==> src/vtfp_pkg.sv <==
// ----------------------------------------------------------------------------
// vtfp_pkg
// types and constants shared by the transaction field parser
// ----------------------------------------------------------------------------
`default_nettype none

package vtfp_pkg;

	localparam logic [3:0] PH_VER    = 4'd0;
	localparam logic [3:0] PH_INCNT  = 4'd1;
	localparam logic [3:0] PH_PHASH  = 4'd2;
	localparam logic [3:0] PH_PIDX   = 4'd3;
	localparam logic [3:0] PH_SIGLEN = 4'd4;
	localparam logic [3:0] PH_SIG    = 4'd5;
	localparam logic [3:0] PH_SEQ    = 4'd6;
	localparam logic [3:0] PH_OUTCNT = 4'd7;
	localparam logic [3:0] PH_VALUE  = 4'd8;
	localparam logic [3:0] PH_PKLEN  = 4'd9;
	localparam logic [3:0] PH_PKS    = 4'd10;
	localparam logic [3:0] PH_LOCK   = 4'd11;

	localparam logic [7:0] VARINT_P16 = 8'hfd;
	localparam logic [7:0] VARINT_P32 = 8'hfe;

	localparam logic [3:0] VARINT_LEN16 = 4'd2;
	localparam logic [3:0] VARINT_LEN32 = 4'd4;
	localparam logic [3:0] VARINT_LEN64 = 4'd8;

	localparam logic [3:0] FIXED_LEN4 = 4'd4;
	localparam logic [3:0] FIXED_LEN8 = 4'd8;

	localparam logic [63:0] PHASH_LEN = 64'd32;

	typedef struct packed {
		logic [7:0] data_byte;
		logic       last_byte;
	} in_t;

	typedef struct packed {
		logic [7:0]  byte_value;
		logic [3:0]  field_class;
		logic        field_done;
		logic [63:0] field_value;
		logic [31:0] element_index;
		logic        tx_done;
		logic [23:0] tx_length;
		logic        truncated;
	} out_t;

endpackage

`default_nettype wire

==> src/vtfp_core.sv <==
// ----------------------------------------------------------------------------
// vtfp_core
// parser state and the single-pass field decode for one byte
// ----------------------------------------------------------------------------
`default_nettype none

module vtfp_core #(
	parameter int INDEX_WIDTH  = 32,
	parameter int LENGTH_WIDTH = 24
) (
	input  wire                  clk,
	input  wire                  arst_n,
	input  wire                  fire,
	input  wire vtfp_pkg::in_t   item,
	output vtfp_pkg::out_t       res
);

	logic [3:0]              phase_q, phase_d;
	logic [3:0]              fbc_q, fbc_d;
	logic [3:0]              vleft_q, vleft_d;
	logic [63:0]             acc_q, acc_d;
	logic [63:0]             eleft_q, eleft_d;
	logic [63:0]             sleft_q, sleft_d;
	logic [INDEX_WIDTH-1:0]  ecnt_q, ecnt_d;
	logic [LENGTH_WIDTH-1:0] txcnt_q, txcnt_d;

	always_comb begin
		logic                    bad;
		logic [3:0]              ph;
		logic [3:0]              fbc;
		logic [3:0]              vleft;
		logic [63:0]             acc;
		logic [7:0]              b;
		logic [63:0]             b64;
		logic [3:0]              fbc_inc;
		logic [63:0]             acc_f;
		logic [63:0]             acc_v;
		logic [3:0]              vleft_dec;
		logic                    var_done;
		logic [63:0]             var_val;
		logic [63:0]             sl_dec;
		logic [63:0]             el_dec;
		logic [INDEX_WIDTH-1:0]  ecnt_inc;
		logic [LENGTH_WIDTH-1:0] txc_inc;
		logic                    done;
		logic                    txd;
		logic [63:0]             val;
		logic [63:0]             len_ext;
		logic [63:0]             idx_ext;
		logic                    do_next;
		logic [3:0]              again;
		logic [3:0]              after;

		bad   = phase_q > vtfp_pkg::PH_LOCK;
		ph    = bad ? vtfp_pkg::PH_VER : phase_q;
		fbc   = bad ? 4'd0 : fbc_q;
		vleft = bad ? 4'd0 : vleft_q;
		acc   = bad ? 64'd0 : acc_q;
		b     = item.data_byte;

		fbc_inc = 4'(fbc + 4'd1);
		b64     = 64'(b);
		acc_f   = acc | (b64 << {fbc[2:0], 3'b000});
		acc_v   = acc | (b64 << {3'(fbc[2:0] - 3'd1), 3'b000});

		vleft_dec = (vleft != 4'd0) ? 4'(vleft - 4'd1) : vleft;
		sl_dec    = (sleft_q != 64'd0) ? 64'(sleft_q - 64'd1) : sleft_q;
		el_dec    = (eleft_q != 64'd0) ? 64'(eleft_q - 64'd1) : eleft_q;
		ecnt_inc  = (&ecnt_q) ? ecnt_q : INDEX_WIDTH'(ecnt_q + 1'b1);
		txc_inc   = (&txcnt_q) ? txcnt_q : LENGTH_WIDTH'(txcnt_q + 1'b1);

		phase_d = ph;
		fbc_d   = fbc;
		vleft_d = vleft;
		acc_d   = acc;
		eleft_d = eleft_q;
		sleft_d = sleft_q;
		ecnt_d  = ecnt_q;
		txcnt_d = txc_inc;

		// varint step
		var_done = 1'b0;
		var_val  = 64'd0;
		if (fbc == 4'd0) begin
			if (b < vtfp_pkg::VARINT_P16) begin
				var_done = 1'b1;
				var_val  = b64;
			end
		end else if (vleft_dec == 4'd0) begin
			var_done = 1'b1;
			var_val  = acc_v;
		end

		done    = 1'b0;
		txd     = 1'b0;
		val     = 64'd0;
		do_next = 1'b0;
		again   = vtfp_pkg::PH_VALUE;
		after   = vtfp_pkg::PH_LOCK;

		unique case (ph)
			vtfp_pkg::PH_VER, vtfp_pkg::PH_PIDX, vtfp_pkg::PH_SEQ,
			vtfp_pkg::PH_VALUE, vtfp_pkg::PH_LOCK: begin
				fbc_d = fbc_inc;
				acc_d = acc_f;
				if (fbc_inc >= ((ph == vtfp_pkg::PH_VALUE) ? vtfp_pkg::FIXED_LEN8
						: vtfp_pkg::FIXED_LEN4)) begin
					done    = 1'b1;
					val     = acc_f;
					fbc_d   = 4'd0;
					vleft_d = 4'd0;
					acc_d   = 64'd0;
					unique case (ph)
						vtfp_pkg::PH_VER:   phase_d = vtfp_pkg::PH_INCNT;
						vtfp_pkg::PH_PIDX:  phase_d = vtfp_pkg::PH_SIGLEN;
						vtfp_pkg::PH_VALUE: phase_d = vtfp_pkg::PH_PKLEN;
						vtfp_pkg::PH_SEQ: begin
							do_next = 1'b1;
							again   = vtfp_pkg::PH_PHASH;
							after   = vtfp_pkg::PH_OUTCNT;
						end
						default: txd = 1'b1;
					endcase
				end
			end
			vtfp_pkg::PH_INCNT, vtfp_pkg::PH_SIGLEN,
			vtfp_pkg::PH_OUTCNT, vtfp_pkg::PH_PKLEN: begin
				if (var_done) begin
					done    = 1'b1;
					val     = var_val;
					fbc_d   = 4'd0;
					vleft_d = 4'd0;
					acc_d   = 64'd0;
					unique case (ph)
						vtfp_pkg::PH_INCNT: begin
							eleft_d = var_val;
							ecnt_d  = '0;
							if (var_val != 64'd0) begin
								sleft_d = vtfp_pkg::PHASH_LEN;
								phase_d = vtfp_pkg::PH_PHASH;
							end else begin
								phase_d = vtfp_pkg::PH_OUTCNT;
							end
						end
						vtfp_pkg::PH_OUTCNT: begin
							eleft_d = var_val;
							ecnt_d  = '0;
							phase_d = (var_val != 64'd0) ? vtfp_pkg::PH_VALUE
								: vtfp_pkg::PH_LOCK;
						end
						vtfp_pkg::PH_SIGLEN: begin
							if (var_val != 64'd0) begin
								sleft_d = var_val;
								phase_d = vtfp_pkg::PH_SIG;
							end else begin
								phase_d = vtfp_pkg::PH_SEQ;
							end
						end
						default: begin
							if (var_val != 64'd0) begin
								sleft_d = var_val;
								phase_d = vtfp_pkg::PH_PKS;
							end else begin
								do_next = 1'b1;
							end
						end
					endcase
				end else if (fbc == 4'd0) begin
					fbc_d   = 4'd1;
					acc_d   = 64'd0;
					vleft_d = (b == vtfp_pkg::VARINT_P16) ? vtfp_pkg::VARINT_LEN16
						: (b == vtfp_pkg::VARINT_P32) ? vtfp_pkg::VARINT_LEN32
						: vtfp_pkg::VARINT_LEN64;
				end else begin
					fbc_d   = fbc_inc;
					acc_d   = acc_v;
					vleft_d = vleft_dec;
				end
			end
			default: begin
				// prevhash, sig and pkscript bytes
				sleft_d = sl_dec;
				if (sl_dec == 64'd0) begin
					done = 1'b1;
					unique case (ph)
						vtfp_pkg::PH_PHASH: phase_d = vtfp_pkg::PH_PIDX;
						vtfp_pkg::PH_SIG:   phase_d = vtfp_pkg::PH_SEQ;
						default:            do_next = 1'b1;
					endcase
				end
			end
		endcase

		if (do_next) begin
			eleft_d = el_dec;
			if (el_dec == 64'd0) begin
				ecnt_d  = '0;
				phase_d = after;
			end else begin
				ecnt_d  = ecnt_inc;
				phase_d = again;
				if (again == vtfp_pkg::PH_PHASH) begin
					sleft_d = vtfp_pkg::PHASH_LEN;
				end
			end
		end

		if (txd || item.last_byte) begin
			phase_d = vtfp_pkg::PH_VER;
			fbc_d   = 4'd0;
			vleft_d = 4'd0;
			acc_d   = 64'd0;
			eleft_d = 64'd0;
			sleft_d = 64'd0;
			ecnt_d  = '0;
			txcnt_d = '0;
		end

		len_ext = 64'(txc_inc);
		idx_ext = 64'(ecnt_q);

		res.byte_value    = b;
		res.field_class   = ph;
		res.field_done    = done;
		res.field_value   = val;
		res.element_index = (idx_ext > 64'hffff_ffff) ? 32'hffff_ffff : idx_ext[31:0];
		res.tx_done       = txd;
		res.tx_length     = !txd ? 24'd0
			: (len_ext > 64'hff_ffff) ? 24'hff_ffff : len_ext[23:0];
		res.truncated     = item.last_byte && !txd;
	end

	always_ff @(posedge clk or negedge arst_n) begin
		if (!arst_n) begin
			phase_q <= vtfp_pkg::PH_VER;
			fbc_q   <= 4'd0;
			vleft_q <= 4'd0;
			acc_q   <= 64'd0;
			eleft_q <= 64'd0;
			sleft_q <= 64'd0;
			ecnt_q  <= '0;
			txcnt_q <= '0;
		end else if (fire) begin
			phase_q <= phase_d;
			fbc_q   <= fbc_d;
			vleft_q <= vleft_d;
			acc_q   <= acc_d;
			eleft_q <= eleft_d;
			sleft_q <= sleft_d;
			ecnt_q  <= ecnt_d;
			txcnt_q <= txcnt_d;
		end
	end

endmodule

`default_nettype wire

==> src/varint_transaction_field_parser_top.sv <==
// ----------------------------------------------------------------------------
// varint_transaction_field_parser_top
// byte-serial parser for legacy serialized transactions
// ----------------------------------------------------------------------------
// One byte is taken per clock and one tagged result leaves per clock while
// result_stall is low: the byte sits in the input register, the field decode
// against the parser state runs in one pass, and the result register holds
// the tagged byte. The sustained rate of one byte a clock is set by that
// one-pass decode and state update. No clearing pass follows reset.
`default_nettype none

module varint_transaction_field_parser_top #(
	parameter int INDEX_WIDTH  = 32,
	parameter int LENGTH_WIDTH = 24
) (
	input  wire                  clk,
	input  wire                  arst_n,
	input  wire                  item_valid,
	output logic                 item_stall,
	input  wire vtfp_pkg::in_t   item,
	output logic                 result_valid,
	input  wire                  result_stall,
	output vtfp_pkg::out_t       result
);

	logic           valid_s1;
	vtfp_pkg::in_t  item_s1;
	logic           valid_s2;
	vtfp_pkg::out_t result_s2;
	vtfp_pkg::out_t res_c;
	logic           load_s2;
	logic           fire;

	assign load_s2    = !valid_s2 || !result_stall;
	assign fire       = valid_s1 && load_s2;
	assign item_stall = valid_s1 && !load_s2;

	vtfp_core #(
		.INDEX_WIDTH (INDEX_WIDTH),
		.LENGTH_WIDTH(LENGTH_WIDTH)
	) u_core (
		.clk   (clk),
		.arst_n(arst_n),
		.fire  (fire),
		.item  (item_s1),
		.res   (res_c)
	);

	always_ff @(posedge clk or negedge arst_n) begin
		if (!arst_n) begin
			valid_s1 <= 1'b0;
			valid_s2 <= 1'b0;
		end else begin
			if (!item_stall) begin
				valid_s1 <= item_valid;
			end
			if (load_s2) begin
				valid_s2 <= fire;
			end
		end
	end

	always_ff @(posedge clk) begin
		if (item_valid && !item_stall) begin
			item_s1 <= item;
		end
		if (fire) begin
			result_s2 <= res_c;
		end
	end

	assign result_valid = valid_s2;
	assign result       = result_s2;

endmodule

`default_nettype wire

==> config.mk <==
export PLATFORM = sky130hd
export DESIGN_NAME = varint_transaction_field_parser_top
export DESIGN_NICKNAME = d
export VERILOG_FILES = /design/src/vtfp_pkg.sv /design/src/vtfp_core.sv /design/src/varint_transaction_field_parser_top.sv
export SDC_FILE = /design/constraint.sdc
export NUM_CORES = 1
export LEC_CHECK = 0
export BUFFER_PORTS_ARGS = -buffer_cell sky130_fd_sc_hd__buf_2
export CORE_MARGIN = 1
export CORE_UTILIZATION = 30
export DETAILED_ROUTE_END_ITERATION = 10
export GPL_ROUTABILITY_DRIVEN = 1
export PLACE_DENSITY = 0.46
export SLEW_MARGIN = 25
export SYNTH_ARGS = -nofsm -noshare
export SYNTH_HDL_FRONTEND = slang
export SYNTH_HIERARCHICAL = 1
export SYNTH_SLANG_ARGS = --single-unit
==> constraint.sdc <==
create_clock -name clk -period 17.8 [get_ports clk]
set_clock_uncertainty 0.05 [all_clocks]
set_input_delay 2.67 -clock clk [delete_from_list [all_inputs] [get_ports clk]]
set_output_delay 2.67 -clock clk [all_outputs]
set_load 0.03 [all_outputs]
=== Yosys cells after proc, flatten, opt, wreduce, memory -nomap -nowiden ===
Index checks and enable logic that the tools add are counted.

* Register bits: 406
* Word-level logic and storage cells: 173
* Bits of input ports: 13
* Output and inout port bits: 137

* Reduce and logical (&&, ||, !) cells: 33
* Magnitude comparators: 3
* Bitwise operators: 2
* Shift-type cells: 2
* Add/sub/neg operators: 7
* Multiplexer cells: 92
* Eq/ne operators: 14

{| class="wikitable"
|+ Operators by type and width
! operator !! number
|-
| 64-bit 2-to-1 mux || 23
|-
| 64-bit one-hot mux with 2 select lines || 4
|-
| 32-bit 2-to-1 mux || 7
|-
| 64-bit nonzero test || 3
|-
| 64-bit logical NOT || 2
|-
| 64-bit bitwise OR || 2
|-
| 8-bit by 6-bit << shifter with 64-bit output || 2
|-
| 64-bit by 1-bit subtractor with 64-bit output, second input constant || 2
|-
| 4-bit 2-to-1 mux || 28
|-
| 24-bit 2-to-1 mux || 2
|-
| 32-bit by 1-bit adder with 32-bit output, second input constant || 1
|-
| 4-bit one-hot mux with 2 select lines || 4
|-
| 32-bit AND reduction || 1
|-
| 24-bit by 1-bit adder with 24-bit output, second input constant || 1
|-
| 4-bit one-hot mux with 3 select lines || 2
|-
| 24-bit AND reduction || 1
|-
| 4-bit by 3-bit equality test with 1-bit output, second input constant || 4
|-
| 8-bit equality test, second input constant || 2
|-
| 1-bit 2-to-1 mux || 16
|-
| 4-bit by 2-bit equality test with 1-bit output, second input constant || 3
|-
| 4-bit equality test, second input constant || 3
|-
| 4-bit logical NOT || 3
|-
| 3-bit nonzero test || 3
|-
| 8-bit < comparator, second input constant || 1
|-
| 21 further kinds || 33
|}

=== Depth between registers and ports, before layout ===
* Depth in word-level cells: 16
* Mapped depth: 24
* Depth with buffers taken out: 18

=== Cells and area by module ===
The synthesis kept the hierarchy.

{| class="wikitable"
|+ By module, submodules not included
! module !! area an instance (sq um) !! cells an instance !! instances !! sequential area each (sq um)
|-
| vtfp_core || 22316.4 || 3000 || 1 || 6506.2
|-
| varint_transaction_field_parser_top || 4416.7 || 152 || 1 || 4374.2
|}

=== Worst setup path before layout ===
OpenSTA, ideal clock, no wires.

* Path kind: input -> register
* From: input result_stall
* To: register u_core.eleft_q[31]
* Stages on the path: 9
* Required time: 17.663 ns
* Path slack: 3.278 ns
* Arrival: 14.386 ns
* Library setup time: 0.087 ns
* Path buffers: 2
* Cells stage by stage: a21boi_0 clkbuf_1 inv_1 nor2_1 nand2_1 nor2_1 clkbuf_1 a22oi_1 o211ai_1

* Longest elaborated chain between the ends: 4

{| class="wikitable"
|+ RTL lines
! what !! RTL line !! RTL
|-
| from (decl) || varint_transaction_field_parser_top.sv:22 || <nowiki>input wire result_stall,</nowiki>
|-
| 1-bit logical NOT || varint_transaction_field_parser_top.sv:34 || <nowiki>assign load_s2 = !valid_s2 || !result_stall;</nowiki>
|-
| 1-bit logical OR || varint_transaction_field_parser_top.sv:34 ||
|-
| 1-bit logical AND || varint_transaction_field_parser_top.sv:35 || <nowiki>assign fire = valid_s1 && load_s2;</nowiki>
|-
| 4-bit AND reduction (no line) || n/a ||
|-
| to (signal assigned) || vtfp_core.sv:248 || <nowiki>eleft_q <= eleft_d;</nowiki>
|-
| to (decl) || vtfp_core.sv:22 || <nowiki>logic [63:0] eleft_q, eleft_d;</nowiki>
|}

No other way between the ends.
A chain may end at the register's enable or synchronous reset.

=== Worst setup path after layout ===
* From: register u_core.phase_q[3]
* To: register u_core.eleft_q[11]

* Longest elaborated chain between the ends: 14
* Elaborated cells between the ends (all ways): 59
* Those cells by class: add/sub: 3; order compare: 2; eq/ne: 10; shift: 1; mux: 26; bitwise: 1; reduce/logical: 16

{| class="wikitable"
|+ RTL lines
! what !! RTL line !! RTL
|-
| from (decl) || vtfp_core.sv:18 || <nowiki>logic [3:0] phase_q, phase_d;</nowiki>
|-
| from (signal assigned) || vtfp_core.sv:235 || <nowiki>phase_q <= vtfp_pkg::PH_VER;</nowiki>
|-
| from (signal assigned) || vtfp_core.sv:244 || <nowiki>phase_q <= phase_d;</nowiki>
|-
| 4-bit greater-than comparator || vtfp_core.sv:54 || <nowiki>bad = phase_q > vtfp_pkg::PH_LOCK;</nowiki>
|-
| 4-bit 2-to-1 mux, on equally long branches || vtfp_core.sv:56, vtfp_core.sv:57 ||
|-
| 3-bit by 1-bit subtractor with 3-bit output, or another cell as far along || vtfp_core.sv:64 || <nowiki>acc_v = acc | (b64 << {3'(fbc[2:0] - 3'd1), 3'b000});</nowiki>
|-
| 8-bit by 6-bit << shifter with 64-bit output or 4-bit 2-to-1 mux (tied branches) || vtfp_core.sv:64, vtfp_core.sv:66 ||
|-
| 64-bit bitwise OR or 4-bit logical NOT (tied branches) || vtfp_core.sv:64, vtfp_core.sv:89 ||
|-
| 64-bit 2-to-1 mux || vtfp_core.sv:89 || <nowiki>end else if (vleft_dec == 4'd0) begin</nowiki>
|-
| 64-bit 2-to-1 mux || vtfp_core.sv:84 || <nowiki>if (fbc == 4'd0) begin</nowiki>
|-
| 64-bit nonzero test || vtfp_core.sv:160 || <nowiki>if (var_val != 64'd0) begin</nowiki>
|-
| 1-bit 2-to-1 mux || vtfp_core.sv:160 ||
|-
| 1-bit 2-to-1 mux || vtfp_core.sv:134 || <nowiki>unique case (ph)</nowiki>
|-
| 1-bit 2-to-1 mux || vtfp_core.sv:128 || <nowiki>if (var_done) begin</nowiki>
|-
| 1-bit one-hot mux with 2 select lines || vtfp_core.sv:101 || <nowiki>unique case (ph)</nowiki>
|-
| 3-bit nonzero test (no line) or 64-bit 2-to-1 mux (tied branches) || n/a ||
|-
| 4-bit AND reduction (no line) or 64-bit 2-to-1 mux (tied branches) || n/a ||
|}

Parallel ways exist; a longest one is shown, timed or not. The select of a mux whose other input is x is not followed.

==> impl_metrics.py <==
metrics = {
    "clock_network": {
        "tritoncts": "yes",
        "clk_transition_reported_paths_ns": 0.07,
        "insertion_delay_ns": 0.65,
        "cts_setup_buffers": 0,
        "cts.sinks": 406,
        "cts_max_level": 2,
        "ctsResizeCount": 0,
        "cts_buffer_depth": 3,
        "cts_root_buffer": "clkbuf_16",
        "holdBufCountCts": 0,
        "numCtsBuffers": 51,
    },
    "die": {
        "initial_core_util": 0.3025,
        "die_area_mm2": 0.09031,
        "ios": 150,
        "core_mm2": 0.08837,
        "die_w_um": 300.5,
        "rows": 109,
        "die_h_um": 300.5,
    },
    "timing": {
        "worst_slack_ns": 10.31,
        "setup_tns_ns": 0,
        "period_minus_slack_ns": 7.495,
        "worst_hold_slack_ns": 0.4378,
        "clock.fmax_ghz": 0.1334,
        "fin_crit_sh": 0.4211,
        "max_slew_margin": 0.2183,
        "finalHoldViolCount": 0,
        "rsz0062_at_grt": "no",
        "slew_violations": 0,
        "setup_viol": 0,
        "worst_pin_slew_ns": 1.168,
    },
    "layout": {
        "layout_common_cells": "nand2_1 (327), nor2_1 (271), dfrtp_1 (262)",
        "fin_cells": 4380,
        "nets": 3196,
        "mostFrequentLayoutCell": "nand2_1",
        "drive_gt1_frac": 0.1348,
        "syn_to_final_growth_pct": 14.11,
    },
    "pwr": {
        "pwr_density_cell_mw_per_mm2": 222.9,
        "p_leak_nw": 11.74,
        "ir_worst_vdd_v": 0.0001335,
    },
    "placement": {
        "hpwl_um": 92060,
        "dp_cells": 4279,
        "numPortBuffers": 149,
        "dp_slack_ns": 10.65,
        "gp_congestion": 0.9744,
    },
    "synth": {
        "synthArstFlopShare": 0.6453,
        "synth_compound_area_frac": 0.2851,
        "synth_top_area_share": 0.2452,
        "avgSynthCellArea_um2": 8.481,
        "synth_area_leader_cell": "dfrtp_1",
        "synth_xor_area_frac": 0.01999,
        "synth_seq_cells": 406,
        "yosys.area_share.simple": 0.2194,
        "synth_ff_type": "dfrtp_1",
        "synthAdderAreaFrac": 0.007020,
        "synth_edf_count": 144,
        "synth_top_family_by_area": "compound AO/OA/AOI/OAI gates",
        "synth_area_mm2": 0.02673,
        "synth-seq-area-share": 0.4070,
        "synth.distinct_cells": 100,
        "syn_inst": 3152,
        "synth_nets": 3180,
        "synth.area.top_cells": "dfrtp_1 (25%), edfxtp_1 (16%), nand2_1 (4.6%), o21ai_0 (4.2%), nor2_1 (3.9%)",
        "synth_warnings": 6,
        "synth_mux_area_frac": 0.007114,
    },
    "routing": {
        "vias": 28340,
        "dr.pass1.iters": 6,
        "viasPerCell": 6.470,
        "ant_nets": 0,
        "routed_wl_um": 133500,
        "post-route-drc-count": 0,
        "wl_per_cell_um": 30.48,
        "drtIter0Drc": 3982,
    },
    "global_route": {
        "grt_busiest_layer": "met2",
        "grt_pass1_wl_um": 192400,
        "first_global_vias": 26420,
        "grt_max_degree": 101,
        "antenna_found_initial": 4,
        "grtUsageMet1": 0.3926,
        "grt_use_met3": 0.05152,
        "grt.overflow.total": 0,
        "use_met2": 0.4294,
        "grtUsageTotal": 0.2873,
    },
    "setup_path": {
        "cpMostUsedCell": "buf_4",
        "slowest_delay_ns": 0.77,
        "cp.arrival_ns": 8.01,
        "cp_slowest_cell": "a32oi_1",
        "start_kind": "flip-flop",
        "critPathKind": "reg2reg",
        "endpoint_kind": "flip-flop",
        "crit_fanout": 53,
        "crit_buf_inv": 4,
        "crit_family": "compound AO/OA/AOI/OAI gates",
        "required_ns": 18.32,
        "cp_cell_sequence": "ha_4 -> nor2b_1 -> inv_1 -> ha_1 -> nand2b_1 -> mux2i_1 -> buf_4 -> a32oi_1 -> o2111ai_1 -> o21ai_0 -> nand4_1 -> nor2_2 -> buf_4 -> a31oi_1 -> or2b_2 -> buf_4 -> mux2_2 -> o21ai_0",
    },
    "worst_hold_path": {
        "min_path_type": "reg2reg",
    },
    "job": {
        "maxCapViolations": 0,
    },
    "status": {
        "outcome": "completed",
    },
}
==> through the flow <==
stage | power, W | instance area, um2 | util
final | 0.006800 | 30500 | 0.3452
after global routing | 0.007055 | 30500 | 0.3451
after CTS | 0.006661 | 30470 | 0.3448
after detailed placement | 0.005489 | 28660 | 0.3243
after global placement | 0.005495 | 28590 | 0.3236
after floorplan | 0.003848 | 26730 | -
==> power breakdown <==
part	internal (W)	switching, W	total, W
registers	0.00110	0.000207	0.00131
logic	0.00119	0.00316	0.00434
clock network	0.000666	0.000478	0.00114
==> final timing paths <==
check	start	depth (start not counted)	slack, ns	endpoint
min in group asynchronous	arst_n	1	2.02	u_core/txcnt_q[3]
setup reg to reg	u_core/phase_q[3]	18	10.31	u_core/eleft_q[11]
setup / recovery	u_core/phase_q[3]	18	10.31	u_core/eleft_q[11]
hold reg to reg	u_core/txcnt_q[22]	1	0.44	u_core/txcnt_q[22]
hold / removal	u_core/txcnt_q[22]	1	0.44	u_core/txcnt_q[22]
max in group asynchronous	arst_n	3	13.72	u_core/sleft_q[36]
==> state kept, by name, indices dropped and copies added, names as in the netlist <==
signal / cells
result_valid: 1
u_core/txcnt_q: 24
u_core/ecnt_q: 32
item_s1: 9
u_core/sleft_q: 64
u_core/fbc_q: 4
result: 135
u_core/acc_q: 64
u_core/vleft_q: 4
u_core/phase_q: 4
u_core/eleft_q: 64
valid_s1: 1
==> per-layer routing <==
layer,routed length [um],up-vias,part of all wire
met5,13,-,0.000097
met4,7692,2,0.058
met3,12220,316,0.092
met2,58180,1677,0.44
met1,55400,14260,0.41
li1,-,12080,-
==> final cells by class <==
type	instances	area (um2)
multi-input cells	2392	14610
clock buffers	57	1340
flip-flops and latches	406	10880
diodes	4	10.01
well taps	1165	1458
fillers	9214	57870
clock inverters	39	476.7
inverters	79	296.5
repair buffers	238	1435
==> logic make-up after synthesis <==
logic type,Yosys count
AND/OR/NAND/NOR,1177
multiplexers,18
buffers and inverters,354
AO/OA/AOI/OAI,1121
XOR/XNOR,61
flip-flops,406
adder cells (fa/ha/maj),15
==> cell usage after synthesis (all sizes together) (23+ instances only) <==
| library cell | instances |
|---|---|
| edfxtp | 144 |
| buf | 64 |
| a21oi | 195 |
| nand2 | 332 |
| dfrtp | 262 |
| nor4 | 76 |
| xnor2 | 38 |
| o21ai | 233 |
| inv | 78 |
| nor3 | 91 |
| a31oi | 85 |
| clkbuf | 211 |
| a21o | 31 |
| nand4 | 49 |
| or4 | 42 |
| xor2 | 23 |
| o31ai | 42 |
| o211ai | 30 |
| and3 | 29 |
| o22ai | 100 |
| a22o | 76 |
| or3 | 46 |
| nand3 | 97 |
| nor2b | 37 |
| a22oi | 46 |
| nor2 | 280 |
| o2bb2ai | 25 |
(Power assumes the default switching activity.)
